$ cat src/rtl/arc_pkg.sv
package arc_pkg;

  localparam int CACHE_ENTRIES_DEF   = 16;
  localparam int PENDING_ENTRIES_DEF = 8;

  localparam int IP_W       = 32;
  localparam int MAC_W      = 48;
  localparam int AGE_W      = 16;
  localparam int HANDLE_W   = 8;
  localparam int CFG_IDX_W  = 2;
  localparam int CFG_DATA_W = 48;
  localparam int IN_DATA_W  = 224;
  localparam int IN_USER_W  = 2;
  localparam int OUT_DATA_W = 136;
  localparam int OUT_USER_W = 2;

  typedef logic [IP_W-1:0]     ip_t;
  typedef logic [MAC_W-1:0]    mac_t;
  typedef logic [AGE_W-1:0]    age_t;
  typedef logic [HANDLE_W-1:0] handle_t;

  typedef enum logic [1:0] {
    FUNC_ARP_RX   = 2'd0,
    FUNC_PKT_TX   = 2'd1,
    FUNC_TICK     = 2'd2,
    FUNC_ANNOUNCE = 2'd3
  } func_t;

  typedef enum logic [1:0] {
    ACT_REQUEST = 2'd0,
    ACT_REPLY   = 2'd1,
    ACT_SEND    = 2'd2
  } action_t;

  typedef enum logic [CFG_IDX_W-1:0] {
    CFG_OWN_IP     = 2'd0,
    CFG_OWN_MAC    = 2'd1,
    CFG_ENTRY_LIFE = 2'd2,
    CFG_PEND_LIFE  = 2'd3
  } cfg_reg_t;

  localparam logic [15:0] HW_TYPE_ETH    = 16'h0001;
  localparam logic [15:0] PROTO_IPV4     = 16'h0800;
  localparam logic [7:0]  HW_LEN_ETH     = 8'd6;
  localparam logic [7:0]  PROTO_LEN_IPV4 = 8'd4;
  localparam logic [15:0] OP_REQUEST     = 16'h0001;
  localparam mac_t        BCAST_MAC      = {MAC_W{1'b1}};
  localparam age_t        AGE_MAX        = {AGE_W{1'b1}};
  localparam age_t        ENTRY_LIFE_RST = 16'd60;
  localparam age_t        PEND_LIFE_RST  = 16'd1;

  typedef struct packed {
    logic [6:0]  pad;
    handle_t     packet_handle;
    ip_t         next_hop_ip;
    ip_t         asked_ip;
    mac_t        peer_mac;
    ip_t         peer_ip;
    logic [15:0] arp_opcode;
    logic [7:0]  proto_addr_len;
    logic [7:0]  hw_addr_len;
    logic [15:0] proto_type;
    logic [15:0] hw_type;
    logic        too_short;
  } in_item_t;

  typedef struct packed {
    handle_t packet_handle_out;
    mac_t    arp_target_mac;
    ip_t     arp_target_ip;
    mac_t    dest_mac;
  } out_item_t;

  typedef struct packed {
    logic learn;
    logic tick;
  } cache_cmd_t;

  typedef struct packed {
    logic hold;
    logic release_hit;
    logic tick;
  } pend_cmd_t;

  function automatic age_t age_step(age_t a);
    return (a == AGE_MAX) ? a : age_t'(a + age_t'(1));
  endfunction

endpackage

$ cat src/rtl/arc_oldest.sv
module arc_oldest #(
  parameter int N = 16,
  localparam int IW = (N > 1) ? $clog2(N) : 1
) (
  input  logic [N-1:0]   valid,
  input  arc_pkg::age_t  age [N],
  output logic [IW-1:0]  slot
);
  import arc_pkg::*;

  localparam int P = 1 << IW;

  logic          lv_ok  [IW+1][P];
  age_t          lv_age [IW+1][P];
  logic [IW-1:0] lv_idx [IW+1][P];
  logic          free_any;
  logic [IW-1:0] free_idx;

  for (genvar i = 0; i < P; i++) begin : g_leaf
    if (i < N) begin : g_used
      assign lv_ok[0][i]  = 1'b1;
      assign lv_age[0][i] = age[i];
    end else begin : g_pad
      assign lv_ok[0][i]  = 1'b0;
      assign lv_age[0][i] = '0;
    end
    assign lv_idx[0][i] = IW'(i);
  end

  // keep the left side on ties: it holds the lower index
  for (genvar l = 0; l < IW; l++) begin : g_lvl
    for (genvar j = 0; j < (P >> (l + 1)); j++) begin : g_node
      logic pick_b;
      assign pick_b = lv_ok[l][2*j+1] &&
                      (!lv_ok[l][2*j] || (lv_age[l][2*j+1] > lv_age[l][2*j]));
      assign lv_ok[l+1][j]  = lv_ok[l][2*j] || lv_ok[l][2*j+1];
      assign lv_age[l+1][j] = pick_b ? lv_age[l][2*j+1] : lv_age[l][2*j];
      assign lv_idx[l+1][j] = pick_b ? lv_idx[l][2*j+1] : lv_idx[l][2*j];
    end
  end

  always_comb begin
    free_any = 1'b0;
    free_idx = '0;
    for (int i = N - 1; i >= 0; i--) begin
      if (!valid[i]) begin
        free_any = 1'b1;
        free_idx = IW'(i);
      end
    end
  end

  assign slot = free_any ? free_idx : lv_idx[IW][0];

endmodule

$ cat src/rtl/arc_pending_table.sv
module arc_pending_table #(
  parameter int N = 8,
  localparam int IW = (N > 1) ? $clog2(N) : 1
) (
  input  logic               clk,
  input  logic               rst_n,
  input  arc_pkg::pend_cmd_t cmd,
  input  arc_pkg::ip_t       lookup_ip,
  input  arc_pkg::handle_t   hold_handle,
  input  arc_pkg::age_t      lifetime,
  output logic               hit,
  output arc_pkg::handle_t   hit_handle
);
  import arc_pkg::*;

  logic [N-1:0]  valid_r, valid_nxt;
  ip_t           ip_r     [N];
  handle_t       handle_r [N];
  age_t          age_r    [N];
  logic [N-1:0]  match;
  logic [IW-1:0] hit_idx, victim;

  always_comb begin
    hit_idx    = '0;
    hit_handle = '0;
    for (int i = 0; i < N; i++) begin
      match[i] = valid_r[i] && (ip_r[i] == lookup_ip);
    end
    for (int i = N - 1; i >= 0; i--) begin
      if (match[i]) begin
        hit_idx    = IW'(i);
        hit_handle = handle_r[i];
      end
    end
  end

  assign hit = |match;

  arc_oldest #(.N(N)) u_oldest (
    .valid (valid_r),
    .age   (age_r),
    .slot  (victim)
  );

  always_comb begin
    for (int i = 0; i < N; i++) begin
      valid_nxt[i] = valid_r[i];
      if (cmd.hold && (victim == IW'(i))) begin
        valid_nxt[i] = 1'b1;
      end else if (cmd.release_hit && (hit_idx == IW'(i))) begin
        valid_nxt[i] = 1'b0;
      end else if (cmd.tick && valid_r[i] && (age_step(age_r[i]) > lifetime)) begin
        valid_nxt[i] = 1'b0;
      end
    end
  end

  always_ff @(posedge clk) begin
    if (!rst_n) begin
      valid_r <= '0;
    end else begin
      valid_r <= valid_nxt;
    end
  end

  always_ff @(posedge clk) begin
    for (int i = 0; i < N; i++) begin
      if (cmd.hold && (victim == IW'(i))) begin
        ip_r[i]     <= lookup_ip;
        handle_r[i] <= hold_handle;
        age_r[i]    <= '0;
      end else if (cmd.tick && valid_r[i]) begin
        age_r[i] <= age_step(age_r[i]);
      end
    end
  end

endmodule

$ cat config.mk
export PLATFORM = sky130hd
export DESIGN_NAME = arc_pending_table
export DESIGN_NICKNAME = d
export VERILOG_FILES = /design/src/rtl/arc_pkg.sv /design/src/rtl/arc_oldest.sv /design/src/rtl/arc_pending_table.sv
export SDC_FILE = /design/constraint.sdc
export NUM_CORES = 1
export LEC_CHECK = 0
export ABC_AREA = 1
export BUFFER_PORTS_ARGS = -buffer_cell sky130_fd_sc_hd__buf_2
export CORE_MARGIN = 2
export CORE_UTILIZATION = 60
export DETAILED_ROUTE_END_ITERATION = 12
export PLACE_DENSITY_LB_ADDON = 0.08
export SYNTH_ARGS = -nofsm -noshare
export SYNTH_HDL_FRONTEND = slang
export SYNTH_SLANG_ARGS = --single-unit
$ cat constraint.sdc
create_clock -name clk -period 8.8 [get_ports clk]
set_input_delay 1.76 -clock clk [delete_from_list [all_inputs] [get_ports clk]]
set_output_delay 1.76 -clock clk [all_outputs]
set_load 0.01 [all_outputs]
---- Word level (Yosys, flattened, before mapping) ----
Memory sizes are Yosys's and may differ from the RTL's.
Index checks and enable logic that the tools add are counted.
storage, ports and cells
  flip-flop bits (word level) ............. 136
  bits in writable memories ............... 320
  bits of input ports ..................... 61
  output and inout port bits .............. 9
  word-level logic and storage cells ...... 272
  memories ................................ 2
operators by class
  $add $sub $neg .......................... 8
  $lt $le $gt $ge ......................... 15
  equality and inequality tests ........... 30
  multiplexer cells ....................... 136
  reduce and logical (&&, ||, !) cells .... 65
memory list
  memory    words  width  rd ports  clocked after memory_dff  write ports  RTL line                 RTL
  ip_r      8      32     8         0                         1            arc_pending_table.sv:17  ip_t ip_r [N];
  handle_r  8      8      8         0                         1            arc_pending_table.sv:18  handle_t handle_r [N];
operators by type and width
  cell                     number
  $eq A32 B32 Y1           8
  $gt A16 B16 Y1           15
  $mux W16                 14
  $mux W32                 7
  $reduce_or A32 Y1        7
  $add A16 B1 Y16 const B  8
  $eq A16 B16 Y1 const B   8
  $mux W8                  15
  $mux W3                  34
  $mux W1                  66
  $reduce_or A8 Y1         8
  $logic_and A1 B1 Y1      40
  $eq A3 B3 Y1 const B     8
  $reduce_bool A3 Y1       8
  $eq A3 B2 Y1 const B     4
  $eq A3 B1 Y1 const B     2
  $logic_not A3 Y1         2

---- Logic depth before layout (Yosys ltp) ----
  depth after elaboration ................. 21
  gate-level depth with buffers ........... 43
  mapped depth without buffers ............ 40

---- Modules after synthesis ----
A second synthesis with hierarchy kept.
second synthesis, totals
  cells, all modules ...................... 3665
  area, all modules ....................... 29449.5 µm²
modules (own cells, without submodules)
  module             times used  cells each  area each (µm²)
  arc_pending_table  1           2960        25343.1
  arc_oldest         1           705         4106.4

---- Least setup slack after synthesis ----
Ideal clock, no wire load.
  kind .................................... reg2reg
  start ................................... reg age_r[95] (netlist bit)
  end ..................................... mem handle_r[0][16] (netlist bit), enable pin
  data arrival time ....................... 5.404 ns
  setup slack ............................. 3.001 ns
  cell stages (with the launch flop) ...... 35
  period minus slack after synthesis ...... 5.799 ns
  cell sequence ........................... dfxtp_1 -> inv_1 -> ha_1 -> nand2_1 -> nor2_2 -> nand2_1 -> nor3_2 -> o21ai_1 -> a21boi_4 -> clkbuf_1 -> nand2_1 -> o21ai_0 -> ha_1 -> a21oi_1 -> nor2_1 -> nor3b_1 -> o21ai_1 -> nand2_1 -> nand2_1 -> nand2_2 -> clkbuf_1 -> nand2_1 -> o21ai_0 -> ha_1 -> a21oi_1 -> o21ai_1 -> a21o_1 -> nand2_1 -> nand2_1 -> nand2_2 -> a21oi_2 -> nor2_2 -> nand4_4 -> buf_2 -> inv_1
between the ends
  word-level cells in the longest chain between the ends .. 19
RTL lines
  item                                                       RTL line                 RTL
  start, declared                                            arc_pending_table.sv:19  age_t age_r [N];
  start signal, assigned by index                            arc_pending_table.sv:73  age_r[i] <= age_step(age_r[i]);
  $gt A16 B16 Y1                                             arc_oldest.sv:35         (!lv_ok[l][2*j] || (lv_age[l][2*j+1] > lv_age[l][2*j]));
  $mux W16                                                   arc_oldest.sv:37         assign lv_age[l+1][j] = pick_b ? lv_age[l][2*j+1] : lv_age[l][2*j];
  $gt A16 B16 Y1                                             arc_oldest.sv:35
  $mux W16                                                   arc_oldest.sv:37
  $gt A16 B16 Y1                                             arc_oldest.sv:35
  $mux W3 (*)                                                arc_oldest.sv:38         assign lv_idx[l+1][j] = pick_b ? lv_idx[l][2*j+1] : lv_idx[l][2*j];
  $mux W3 (*)                                                arc_oldest.sv:53         assign slot = free_any ? free_idx : lv_idx[IW][0];
  $eq A3 B1 Y1                                               arc_pending_table.sv:68  if (cmd.hold && (victim == IW'(i))) begin
  $logic_and A1 B1 Y1                                        arc_pending_table.sv:68
  $mux W1                                                    arc_pending_table.sv:68
  $mux W1 (implied by the code)                              arc_pending_table.sv:70  handle_r[i] <= hold_handle;
  $reduce_or A8 Y1 (no line)                                 -
  $mux W3 (no line) or $mux W1 (tied branches) (7 in a row)  -
  end, declared                                              arc_pending_table.sv:18
Mark *: on every way between the ends. The rest lies on a longest branch, timed or not.

---- Worst setup path in the final report ----
  start ................................... reg age_r[31] (netlist bit)
  end ..................................... mem ip_r[0][63] (netlist bit), enable pin
between the ends
  word-level cells in the longest chain between the ends .. 19
RTL lines
  item                                                       RTL line                 RTL
  $gt A16 B16 Y1                                             arc_oldest.sv:35
  $mux W16                                                   arc_oldest.sv:37
  $gt A16 B16 Y1                                             arc_oldest.sv:35
  $mux W16                                                   arc_oldest.sv:37
  $gt A16 B16 Y1                                             arc_oldest.sv:35
  $mux W3 (*)                                                arc_oldest.sv:38
  $mux W3 (*)                                                arc_oldest.sv:53
  $eq A3 B1 Y1                                               arc_pending_table.sv:68
  $logic_and A1 B1 Y1                                        arc_pending_table.sv:68
  $mux W1                                                    arc_pending_table.sv:68
  $mux W1 (implied by the code)                              arc_pending_table.sv:69  ip_r[i] <= lookup_ip;
  $reduce_or A32 Y1 (no line)                                -
  $mux W3 (no line) or $mux W1 (tied branches) (7 in a row)  -
  end, declared                                              arc_pending_table.sv:17
Marked as above.

==> impl_metrics.toml <==
[run_status]
status = "complete, no violations"

[die]
die_w_um = 226
die_area_sq_um = 51100
core-area_sq_um = 48700
start_util_pct = 60.7
num_rows = 81
die_y_um = 226
io_pins = 70

[sta]
tightest_slew_ns = 1.26
slew_headroom_pct = 16.0
final_max_slew_viol_count = 0
rsz0062_at_grt = "false"
fmax_mhz = 136
setup_viol = 0
fin_crit_ns = 7.38
hold_viol_final = 0
skew_ns = 0.0458
finalSetupTns_ns = 0
layout_setup_ws_ns = 1.42
finalCritPeriodShare_pct = 83.8

[yosys]
syn_inst = 3619
ys_types = 65
netlist_area_sq_um = 29600
synth_edf_count = 320
ys_warn_count = 0
async_flop_share_pct = 0
yosysMostFrequentCell = "nand2_1"
syn-num-nets = 3928
synth_ff_type = "edfxtp_1"
ys_ff_latch = 456
avgSynthCellArea_sq_um = 8.17
synth_top_area_share_pct = 32.5
yosysTopAreaCell = "edfxtp_1"
yosysSeqAreaShare_pct = 41.7
ys_top_cells_by_count = "nand2_1 (927), inv_1 (442), edfxtp_1 (320), o21ai_0 (313), ha_1 (248)"
netlist_top_cells_area = "edfxtp_1 (32%), nand2_1 (12%), ha_1 (10%), dfxtp_1 (9.2%), inv_1 (5.6%)"

[pwr]
power_density_nw_per_um2 = 232
p_int_mw = 4.62
switching_share_pct = 38.0
power_frac_comb_pct = 36.8
p_leak_nw = 14.3
p_seq_share_pct = 33.4
power.switching_mw = 2.83
pwr-share-clk_pct = 29.8
finalPower_mw = 7.45
max-vdd-ir-drop_mv = 0.194

[setup_path]
r2r-start = "age_r[31]"
slowest_stage = "o21ai_2"
critPathKind = "reg2reg"
crit_arrival_ns = 7.62
reg2reg_slack_ns = 1.42
crit_fanout = 40
critPathMaxStageDelay_ns = 0.97
worstSetupEndpointType = "flop"
crit_required_ns = 9.04
crit_start = "age_r[31]"
critPathMostFrequentCell = "nand2_1"
critPathLaunchType = "flop"

[clock_tree]
postCtsSetupBuffers = 0
cts_buffers = 52
cts.repair.resized = 0
cts.reportedPaths.clkPinSlew_ns = 0.06
cts-root-buf = "clkbuf_16"
clock_sinks = 456
hold_buffers = 0
cts_buffer_depth = 3
htree_levels = 2
cts_tree = "built"
clk_latency_ns = 0.64

[global_routing]
grt_start_max_net_pins = 41
grt_pass1_vias = 23900
grt_use_total_pct = 35.0
antenna_found_initial = 0
grt_overflow = 0
grt_first_pass_wirelength_um = 135000

[routing]
via_count = 25300
routed_via_density = 5.77
wl_um = 89400
drc = 0
drt_iter0_drc = 2337
wire_per_inst_um = 20.4
ant_nets = 0
drt_pass1_iterations = 8

[worst_hold_path]
hp-start = "age_r[62]"
min_path_type = "reg2reg"

[run]
cap_violations = 0

[place]
routabilityCongestion = 0.994
placed_cells_incl_taps = 4281
post-dp-hpwl_um = 64300
io_buffers = 69
place_ws_ns = 1.59

[cells_and_area]
drive_gt1_share_pct = 10.6
utilization_pct = 65.8
layout.cells.non_filler = 4379
area_growth_pct = 8.45
layout.nets = 3980
antenna_cells = 0
## flip-flops by register name, indices dropped and copies added (netlist names)
name      count
age_r       128
handle_r     64
ip_r        256
valid_r       8
## layout by cell type, fill, tap and decap left out, types with 78 or more instances in the layout
cell type / n
nand3_1: 113
edfxtp_1: 320
nor2_1: 215
nand2_1: 927
ha_1: 248
dfxtp_1: 136
xor2_1: 78
o21ai_0: 313
a21oi_1: 156
inv_2: 89
inv_1: 435
## stage by stage
step / area (sq um) / hold WS (ns)
finish: 32100 / 0.503
global route: 32100 / 0.530
CTS: 32100 / 0.506
detailed placement: 30300 / 0.491
global placement: 30300 / 0.487
floorplan: 29600 / 0.468
## power by group through the flow
stage / sequential [mW] / combinational (mW) / clock (mW)
5_1_grt: 2.50 / 3.14 / 2.31
2_1_floorplan: 2.50 / 2.04 / 0
4_1_cts: 2.49 / 2.72 / 2.23
3_3_place_gp: 2.53 / 2.60 / 0
3_5_place_dp: 2.53 / 2.71 / 0
6_report: 2.49 / 2.74 / 2.22
## path summary, 6_finish.rpt
path | to | depth (start not counted)
max | ip_r[0][63] | 30
min | age_r[62] | 2
max reg2reg | ip_r[0][63] | 30
min reg2reg | age_r[62] | 2
## logic make-up (layout without fill, tap and decap cells)
family                     after synthesis  in the layout  share of synthesized area, %
xor gates and xnor gates               139            139                          4.17
AOI/OAI and AO/OA                      613            613                          11.3
buffers and inverters                  609            705                          8.32
adders and majority gates              248            248                          10.5
and+or+nand+nor                       1554           1554                          24.0
DFF                                    456            456                          41.7
## area by class of cell
cell class / instances / area, sq um
Multi-Input combinational cell: 2554 / 14800
Timing Repair Buffer: 74 / 383
Clock buffer: 63 / 1380
Clock inverter: 35 / 358
Sequential cell: 456 / 12300
Fill cell: 4131 / 16700
Inverter: 533 / 2010
Tap cell: 664 / 831
## metal layers
layer,wire (um),track usage [%],share of wire [%],vias up
met5,0,0,0,-
met4,5700,21.1,6.4,0
met3,6480,4.25,7.3,254
met2,42200,58.9,47,1074
met1,35000,43.2,39,11800
li1,-,-,-,12200
## critical path: cells and delay by family (launching register included)
kind | cells | cell delay (ns)
AND/OR/NAND/NOR | 16 | 1.91
flip-flops | 1 | 0.37
AO/OA/AOI/OAI | 7 | 2.14
adder cells (fa/ha/maj) | 3 | 1.10
buffers and inverters | 4 | 1.42
(Power assumes the default switching activity.)
