File: src/rtl/arc_pkg.sv
package arc_pkg;

  localparam int CACHE_ENTRIES_DEF   = 16;
  localparam int PENDING_ENTRIES_DEF = 8;

  localparam int IP_W       = 32;
  localparam int MAC_W      = 48;
  localparam int AGE_W      = 16;
  localparam int HANDLE_W   = 8;
  localparam int CFG_IDX_W  = 2;
  localparam int CFG_DATA_W = 48;
  localparam int IN_DATA_W  = 224;
  localparam int IN_USER_W  = 2;
  localparam int OUT_DATA_W = 136;
  localparam int OUT_USER_W = 2;

  typedef logic [IP_W-1:0]     ip_t;
  typedef logic [MAC_W-1:0]    mac_t;
  typedef logic [AGE_W-1:0]    age_t;
  typedef logic [HANDLE_W-1:0] handle_t;

  typedef enum logic [1:0] {
    FUNC_ARP_RX   = 2'd0,
    FUNC_PKT_TX   = 2'd1,
    FUNC_TICK     = 2'd2,
    FUNC_ANNOUNCE = 2'd3
  } func_t;

  typedef enum logic [1:0] {
    ACT_REQUEST = 2'd0,
    ACT_REPLY   = 2'd1,
    ACT_SEND    = 2'd2
  } action_t;

  typedef enum logic [CFG_IDX_W-1:0] {
    CFG_OWN_IP     = 2'd0,
    CFG_OWN_MAC    = 2'd1,
    CFG_ENTRY_LIFE = 2'd2,
    CFG_PEND_LIFE  = 2'd3
  } cfg_reg_t;

  localparam logic [15:0] HW_TYPE_ETH    = 16'h0001;
  localparam logic [15:0] PROTO_IPV4     = 16'h0800;
  localparam logic [7:0]  HW_LEN_ETH     = 8'd6;
  localparam logic [7:0]  PROTO_LEN_IPV4 = 8'd4;
  localparam logic [15:0] OP_REQUEST     = 16'h0001;
  localparam mac_t        BCAST_MAC      = {MAC_W{1'b1}};
  localparam age_t        AGE_MAX        = {AGE_W{1'b1}};
  localparam age_t        ENTRY_LIFE_RST = 16'd60;
  localparam age_t        PEND_LIFE_RST  = 16'd1;

  typedef struct packed {
    logic [6:0]  pad;
    handle_t     packet_handle;
    ip_t         next_hop_ip;
    ip_t         asked_ip;
    mac_t        peer_mac;
    ip_t         peer_ip;
    logic [15:0] arp_opcode;
    logic [7:0]  proto_addr_len;
    logic [7:0]  hw_addr_len;
    logic [15:0] proto_type;
    logic [15:0] hw_type;
    logic        too_short;
  } in_item_t;

  typedef struct packed {
    handle_t packet_handle_out;
    mac_t    arp_target_mac;
    ip_t     arp_target_ip;
    mac_t    dest_mac;
  } out_item_t;

  typedef struct packed {
    logic learn;
    logic tick;
  } cache_cmd_t;

  typedef struct packed {
    logic hold;
    logic release_hit;
    logic tick;
  } pend_cmd_t;

  function automatic age_t age_step(age_t a);
    return (a == AGE_MAX) ? a : age_t'(a + age_t'(1));
  endfunction

endpackage

File: src/rtl/arc_oldest.sv
module arc_oldest #(
  parameter int N = 16,
  localparam int IW = (N > 1) ? $clog2(N) : 1
) (
  input  logic [N-1:0]   valid,
  input  arc_pkg::age_t  age [N],
  output logic [IW-1:0]  slot
);
  import arc_pkg::*;

  localparam int P = 1 << IW;

  logic          lv_ok  [IW+1][P];
  age_t          lv_age [IW+1][P];
  logic [IW-1:0] lv_idx [IW+1][P];
  logic          free_any;
  logic [IW-1:0] free_idx;

  for (genvar i = 0; i < P; i++) begin : g_leaf
    if (i < N) begin : g_used
      assign lv_ok[0][i]  = 1'b1;
      assign lv_age[0][i] = age[i];
    end else begin : g_pad
      assign lv_ok[0][i]  = 1'b0;
      assign lv_age[0][i] = '0;
    end
    assign lv_idx[0][i] = IW'(i);
  end

  // keep the left side on ties: it holds the lower index
  for (genvar l = 0; l < IW; l++) begin : g_lvl
    for (genvar j = 0; j < (P >> (l + 1)); j++) begin : g_node
      logic pick_b;
      assign pick_b = lv_ok[l][2*j+1] &&
                      (!lv_ok[l][2*j] || (lv_age[l][2*j+1] > lv_age[l][2*j]));
      assign lv_ok[l+1][j]  = lv_ok[l][2*j] || lv_ok[l][2*j+1];
      assign lv_age[l+1][j] = pick_b ? lv_age[l][2*j+1] : lv_age[l][2*j];
      assign lv_idx[l+1][j] = pick_b ? lv_idx[l][2*j+1] : lv_idx[l][2*j];
    end
  end

  always_comb begin
    free_any = 1'b0;
    free_idx = '0;
    for (int i = N - 1; i >= 0; i--) begin
      if (!valid[i]) begin
        free_any = 1'b1;
        free_idx = IW'(i);
      end
    end
  end

  assign slot = free_any ? free_idx : lv_idx[IW][0];

endmodule

File: src/rtl/arc_cache_table.sv
module arc_cache_table #(
  parameter int N = 16,
  localparam int IW = (N > 1) ? $clog2(N) : 1
) (
  input  logic                clk,
  input  logic                rst_n,
  input  arc_pkg::cache_cmd_t cmd,
  input  arc_pkg::ip_t        lookup_ip,
  input  arc_pkg::mac_t       learn_mac,
  input  arc_pkg::age_t       lifetime,
  output logic                hit,
  output arc_pkg::mac_t       hit_mac
);
  import arc_pkg::*;

  logic [N-1:0]  valid_r, valid_nxt;
  ip_t           ip_r  [N];
  mac_t          mac_r [N];
  age_t          age_r [N];
  logic [N-1:0]  match;
  logic [IW-1:0] hit_idx, victim, slot;

  always_comb begin
    hit_idx = '0;
    hit_mac = '0;
    for (int i = 0; i < N; i++) begin
      match[i] = valid_r[i] && (ip_r[i] == lookup_ip);
    end
    for (int i = N - 1; i >= 0; i--) begin
      if (match[i]) begin
        hit_idx = IW'(i);
        hit_mac = mac_r[i];
      end
    end
  end

  assign hit = |match;

  arc_oldest #(.N(N)) u_oldest (
    .valid (valid_r),
    .age   (age_r),
    .slot  (victim)
  );

  assign slot = hit ? hit_idx : victim;

  always_comb begin
    for (int i = 0; i < N; i++) begin
      valid_nxt[i] = valid_r[i];
      if (cmd.learn && (slot == IW'(i))) begin
        valid_nxt[i] = 1'b1;
      end else if (cmd.tick && valid_r[i] && (age_step(age_r[i]) > lifetime)) begin
        valid_nxt[i] = 1'b0;
      end
    end
  end

  always_ff @(posedge clk) begin
    if (!rst_n) begin
      valid_r <= '0;
    end else begin
      valid_r <= valid_nxt;
    end
  end

  always_ff @(posedge clk) begin
    for (int i = 0; i < N; i++) begin
      if (cmd.learn && (slot == IW'(i))) begin
        ip_r[i]  <= lookup_ip;
        mac_r[i] <= learn_mac;
        age_r[i] <= '0;
      end else if (cmd.tick && valid_r[i]) begin
        age_r[i] <= age_step(age_r[i]);
      end
    end
  end

endmodule

File: config.mk
export PLATFORM = sky130hd
export DESIGN_NAME = arc_cache_table
export DESIGN_NICKNAME = d
export VERILOG_FILES = /design/src/rtl/arc_pkg.sv /design/src/rtl/arc_oldest.sv /design/src/rtl/arc_cache_table.sv
export SDC_FILE = /design/constraint.sdc
export NUM_CORES = 2
export LEC_CHECK = 0
export ABC_AREA = 1
export BUFFER_PORTS_ARGS = -buffer_cell sky130_fd_sc_hd__buf_2
export CAP_MARGIN = 5
export CORE_MARGIN = 5
export CORE_UTILIZATION = 65
export CTS_CLUSTER_DIAMETER = 200
export DETAILED_ROUTE_END_ITERATION = 8
export PLACE_DENSITY = 0.82
export SKIP_LAST_GASP = 1
export SLEW_MARGIN = 20
export SYNTH_ARGS = -nofsm -noshare
export SYNTH_HDL_FRONTEND = slang
export SYNTH_SLANG_ARGS = --single-unit
export TNS_END_PERCENT = 20
File: constraint.sdc
create_clock -name clk -period 15.8 [get_ports clk]
set_input_delay 1.58 -clock clk [delete_from_list [all_inputs] [get_ports clk]]
set_output_delay 1.58 -clock clk [all_outputs]
set_load 0.03 [all_outputs]
# == Word level (Yosys, flattened, before mapping) ==
# Memory sizes are Yosys's and may differ from the RTL's.
# Index checks and enable logic that the tools add are counted.
# totals
regBits,272
output_inout_bits,49
n_memories,2
ram_bits,1280
word_cells,505
# op_classes
reduce_logical,112
muxes,265
order_cmp,31
n_addsub,16
n_eq_ne,47
# mem_list
memory,words,word_bits,rd,rd_ports_with_merged_regs,wr,line_no,rtl
mac_r,16,48,16,0,1,arc_cache_table.sv:18,mac_t mac_r [N];
ip_r,16,32,16,0,1,arc_cache_table.sv:17,ip_t ip_r [N];
# op_table
cell,count
$mux 48,31
$reduce_or 48->1,15
$eq 32x32->1,16
$gt 16x16->1,31
$mux 16,30
$mux 32,15
$reduce_or 32->1,15
$mux 4,71
$add 16x1->16 const B,16
$eq 16x16->1 const B,16
$mux 1,118
$logic_and 1x1->1,64
$eq 4x4->1 const B,8
$reduce_bool 2->1,16
$eq 4x3->1 const B,4
$reduce_or 16->1,1
$eq 4x2->1 const B,2
$eq 4x1->1 const B,1
$logic_not 4->1,1

# == Logic depth before layout (Yosys ltp) ==
# An unclocked memory read counts as a cell.
# depth
word_depth,40
depth_mapped,56
mapped_depth_nobuf,52

# == Hierarchy ==
# Synthesis repeated with hierarchy kept, for this count alone.
# unflattened
hier_cells,9296
hier_area_um2,84223.3
# modules_own_cells
mod,area_each_um2,seq_area_each_um2,instances,cells_per_inst
arc_cache_table,75700.1,43882.1,1,7869
arc_oldest,8523.2,0.0,1,1427

# == Worst setup path after synthesis ==
# Ideal clock, no wire load.
# synth_timing
kind,register to register
start,reg age_r[89] (netlist bit)
end,mem ip_r[0][160] (netlist bit) (enable)
setup_ns,0.434
period_less_slack_ns,9.584
arrival_time_ns,9.150
stages_incl_launch_ff,46
slack_ns,6.216
required_ns,15.366
cell_sequence,dfxtp_1 -> clkbuf_1 -> inv_1 -> ha_1 -> a21oi_1 -> nor2_1 -> a211oi_1 -> nor2_1 -> nor3_1 -> nand3_1 -> nand2_1 -> clkbuf_1 -> o21ai_0 -> ha_1 -> nand4_1 -> nor4_1 -> inv_1 -> o41ai_2 -> [... 10 more ...] -> clkbuf_1 -> nand2_1 -> o21ai_0 -> ha_1 -> nand2_1 -> inv_1 -> nand2_1 -> or4_1 -> o21ai_0 -> inv_1 -> nand2_1 -> o21ai_0 -> a21oi_2 -> nor2_2 -> a21oi_4 -> nand3_4 -> buf_2 -> inv_1
# synth_via
elab_chain_len,30
elab_cells_between_ends,122
classes_between,order compare: 4; eq/ne: 15; mux: 71; reduce/logical: 32
# synth_rtl
element,line_no,rtl
from (decl),arc_cache_table.sv:19,age_t age_r [N];
"from (signal, indexed assignment)",arc_cache_table.sv:73,age_r[i] <= age_step(age_r[i]);
$gt 16x16->1,arc_oldest.sv:35,(!lv_ok[l][2*j] || (lv_age[l][2*j+1] > lv_age[l][2*j]));
$mux 16,arc_oldest.sv:37,assign lv_age[l+1][j] = pick_b ? lv_age[l][2*j+1] : lv_age[l][2*j];
$gt 16x16->1,arc_oldest.sv:35,
$mux 16,arc_oldest.sv:37,
$gt 16x16->1,arc_oldest.sv:35,
$mux 16,arc_oldest.sv:37,
$gt 16x16->1,arc_oldest.sv:35,
$mux 4 *,arc_oldest.sv:38,assign lv_idx[l+1][j] = pick_b ? lv_idx[l][2*j+1] : lv_idx[l][2*j];
$mux 4 *,arc_oldest.sv:53,assign slot = free_any ? free_idx : lv_idx[IW][0];
$mux 4 *,arc_cache_table.sv:45,assign slot = hit ? hit_idx : victim;
$eq 4x1->1,arc_cache_table.sv:68,if (cmd.learn && (slot == IW'(i))) begin
$logic_and 1x1->1,arc_cache_table.sv:68,
$mux 1,arc_cache_table.sv:68,
$mux 1 (implied by the code),arc_cache_table.sv:69,ip_r[i] <= lookup_ip;
$reduce_or 32->1 (no line),-,
$mux 4 (no line) or $mux 1 (tied branches) (15 in series),-,
to (decl),arc_cache_table.sv:17,
# Mark *: on every way between the ends. The rest lies on a longest branch, timed or not.

# == Worst setup path after layout ==
# layout_timing
start,reg age_r[89] (netlist bit)
end,mem mac_r[0][44] (netlist bit) (enable)
# layout_via
elab_chain_len,30
elab_cells_between_ends,122
classes_between,order compare: 4; eq/ne: 15; mux: 71; reduce/logical: 32
# layout_rtl
element,line_no,rtl
$gt 16x16->1,arc_oldest.sv:35,
$mux 16,arc_oldest.sv:37,
$gt 16x16->1,arc_oldest.sv:35,
$mux 16,arc_oldest.sv:37,
$gt 16x16->1,arc_oldest.sv:35,
$mux 16,arc_oldest.sv:37,
$gt 16x16->1,arc_oldest.sv:35,
$mux 4 *,arc_oldest.sv:38,
$mux 4 *,arc_oldest.sv:53,
$mux 4 *,arc_cache_table.sv:45,
$eq 4x1->1,arc_cache_table.sv:68,
$logic_and 1x1->1,arc_cache_table.sv:68,
$mux 1,arc_cache_table.sv:68,
$mux 1 (implied by the code),arc_cache_table.sv:70,mac_r[i] <= learn_mac;
$reduce_or 48->1 (no line),-,
$mux 4 (no line) or $mux 1 (tied branches) (15 in series),-,
to (decl),arc_cache_table.sv:18,
# Marked as above.

==> flow_summary_export.csv <==
group,metric,value,unit
yosys,yosysTopAreaCellShare,46.1,%
yosys,yosysMostFrequentCell,"nand2_1",
drt,wl,258000,µm
cts,post_cts_resized,0,
critical_path,cp.arrival,12.29,ns
critical_path,r2r_start,"age_r[89]",
cts,numClockSinks,1552,
drt,drt_iter0_markers,8852,
hold_path,min-delay-start,"valid_r[13]",
global_route,grt_pass1_wl,387000,µm
critical_path,crit_path_start,"age_r[89]",
yosys,ys_warn_count,0,
pwr,leakage,38.0,nW
global_route,grt_pass1_vias,66763,
global_route,grt_util_all_layers,37.2,%
floorplanning,die_h,368,µm
floorplanning,core-area,128000,µm²
critical_path,critPathKind,"reg -> reg",
yosys,yosysSeqAreaShare,52.7,%
placement,hpwl,162000,µm
yosys,synthesis.nets,9730,
timing,period_needed,11.85,ns
timing,fin_worst_skew,0.0784,ns
critical_path,max_stage_delay,0.82,ns
drt,wire_per_inst,23.5,µm
cts,htreeDepth,4,
cts,cts-buffers-inserted,161,
drt,drtAntennaViolNets,0,
timing,setup_violations,0,
drt,drc,0,
critical_path,critPathLaunchType,"flip-flop",
global_route,grt_overflow_total,0,
floorplanning,initial_core_util,65.3,%
job,cap_violations,0,
placement,place.gp.congestion,0.970,
hold_path,hold_path_class,"reg -> reg",
floorplanning,die_area,135000,µm²
global_route,grt_max_degree,72,
final_layout,nFillCells,9186,
timing,hold_viol,0,
timing,tns,0,ns
floorplanning,ioPinCount,149,
placement,port_buffers,148,
outcome,status,"finished, final reports clean",
pwr,vdd_drop_max,0.191,mV
critical_path,worstPathMaxFanout,47,
timing,worst_pin_slew,1.11,ns
final_layout,instances_no_fill,10991,
global_route,grt_antenna_before_repair,10,
final_layout,drive_gt1_share,7.28,%
timing,fin_crit_sh,75.0,%
yosys,avgSynthCellArea,9.13,µm²
final_layout,area_growth,8.89,%
pwr,finalPower,0.0110,W
yosys,synth_edf_count,1280,
critical_path,rrSetupSlack,3.95,ns
cts,hold_buffers,0,
yosys,synth_area,83300,µm²
yosys,async_flop_share,0,%
critical_path,cp.required,16.23,ns
yosys,yosysTopAreaCell,"edfxtp_1",
drt,num_vias,68733,
yosys,ys_ff_latch,1552,
timing,slew_headroom,25.4,%
yosys,ys.flop_type,"edfxtp_1",
critical_path,cp_common_cell,"inv_1",
floorplanning,rows,131,
drt,firstDrtPassIters,6,
cts,post_cts_buffers,0,
drt,viasPerCell,6.25,
cts,clk_path_buf_depth,3,
floorplanning,die_w,368,µm
placement,place_inst,10698,
cts,clk_root_buffer_cell,"clkbuf_16",
critical_path,endpoint_kind,"flip-flop",
cts,cts_tree,"done",
cts,clkSlewWorstSetupHoldPaths,0.06,ns
final_layout,nNetsFinal,9811,
timing,max_freq,84.4,MHz
timing,rsz0062_at_grt,"false",
yosys,yosys.cell_types.count,69,
yosys,synth_common_cells,"nand2_1 (2,347), edfxtp_1 (1,280), o21ai_0 (914)",
yosys,ys_top_cells_by_area,"edfxtp_1 (46%), nand2_1 (11%), ha_1 (7.7%), dfxtp_1 (6.5%), o21ai_0 (5.5%)",
cts,clkLatencyLatePin,0.83,ns
timing,slew_viol_final,0,
pwr,power_density,122,nW/µm²
critical_path,cp_slowest_cell,"nand2_1",
yosys,syn_inst,9118,
-- critical path: cells and delay by family, from the launching register on --
| family | cells | cell delay, ns |
|---|---|---|
| simple gates | 17 | 3.49 |
| compound gates | 11 | 3.20 |
| fa+ha+maj | 4 | 1.44 |
| flops | 1 | 0.48 |
| buf+inv | 10 | 2.70 |
-- final timing paths --
check                       to  cells past startpoint
setup / recovery  mac_r[0][44]                     42
hold / removal     valid_r[13]                      2
setup reg to reg  mac_r[0][44]                     42
hold reg to reg    valid_r[13]                      2
-- layout make-up --
| class | count | area, µm² | share of cell area [%] |
|---|---|---|---|
| clock inverters | 85 | 908 | 1.00 |
| clock buffers | 205 | 4290 | 4.73 |
| repair buffers | 245 | 1490 | 1.64 |
| multi-input cells | 6325 | 34600 | 38.1 |
| flip-flops and latches | 1552 | 43900 | 48.4 |
| inverters | 914 | 3470 | 3.83 |
| diodes | 3 | 7.51 | 0.00828 |
| well taps | 1662 | 2080 | 2.29 |
-- through the flow --
| step | hold slack [ns] | util (%) | cell area, µm² | worst slack (ns) |
|---|---|---|---|---|
| finish | 0.542 | 71.1 | 90700 | 3.95 |
| global route | 0.573 | 71.1 | 90700 | 2.88 |
| CTS | 0.538 | 71.1 | 90700 | 4.19 |
| detailed placement | 0.522 | 67.0 | 85500 | 4.24 |
| global placement | 0.513 | 67.0 | 85500 | 4.24 |
| floorplan | 0.475 | - | 83300 | 6.22 |
-- report_power, final --
group	internal (W)	switching [W]	total [W]	leakage [nW]
Clock	0.00208	0.00167	0.00375	2.50
Sequential	0.00449	0.0000497	0.00454	13.8
Combinational	0.000874	0.00187	0.00274	21.7
Total	0.00744	0.00359	0.0110	38.0
-- metal layers --
layer  track usage, %  up-vias  wire length, µm
met4             20.3        4            16200
met5                0        -               21
met3             7.48      939            30600
li1                 -    31433                -
met2             60.6     4398           119000
met1             47.2    31959            92800
-- cell usage in the layout, fill, tap and decap left out, types with 163 or more instances in the layout --
master / n
nor3_1: 187
clkbuf_16: 163
a21oi_1: 551
dfxtp_1: 272
nand3_1: 233
ha_1: 512
edfxtp_1: 1280
nand2_1: 2346
inv_1: 783
nor2_1: 604
xor2_1: 189
o21ai_0: 914
-- state kept, by name, indices dropped and copies added (netlist names) --
register	flops
mac_r	768
age_r	256
valid_r	16
ip_r	512
-- kinds of logic after synthesis --
family / count (synthesis) / synth area share [%]
DFF: 1552 / 52.7
buffers and inverters: 1241 / 5.91
xor gates and xnor gates: 285 / 3.00
adders and majority gates: 512 / 7.69
AOI/OAI and AO/OA: 1873 / 12.4
and+or+nand+nor: 3655 / 18.3
Power figures use the tool's default switching activity.
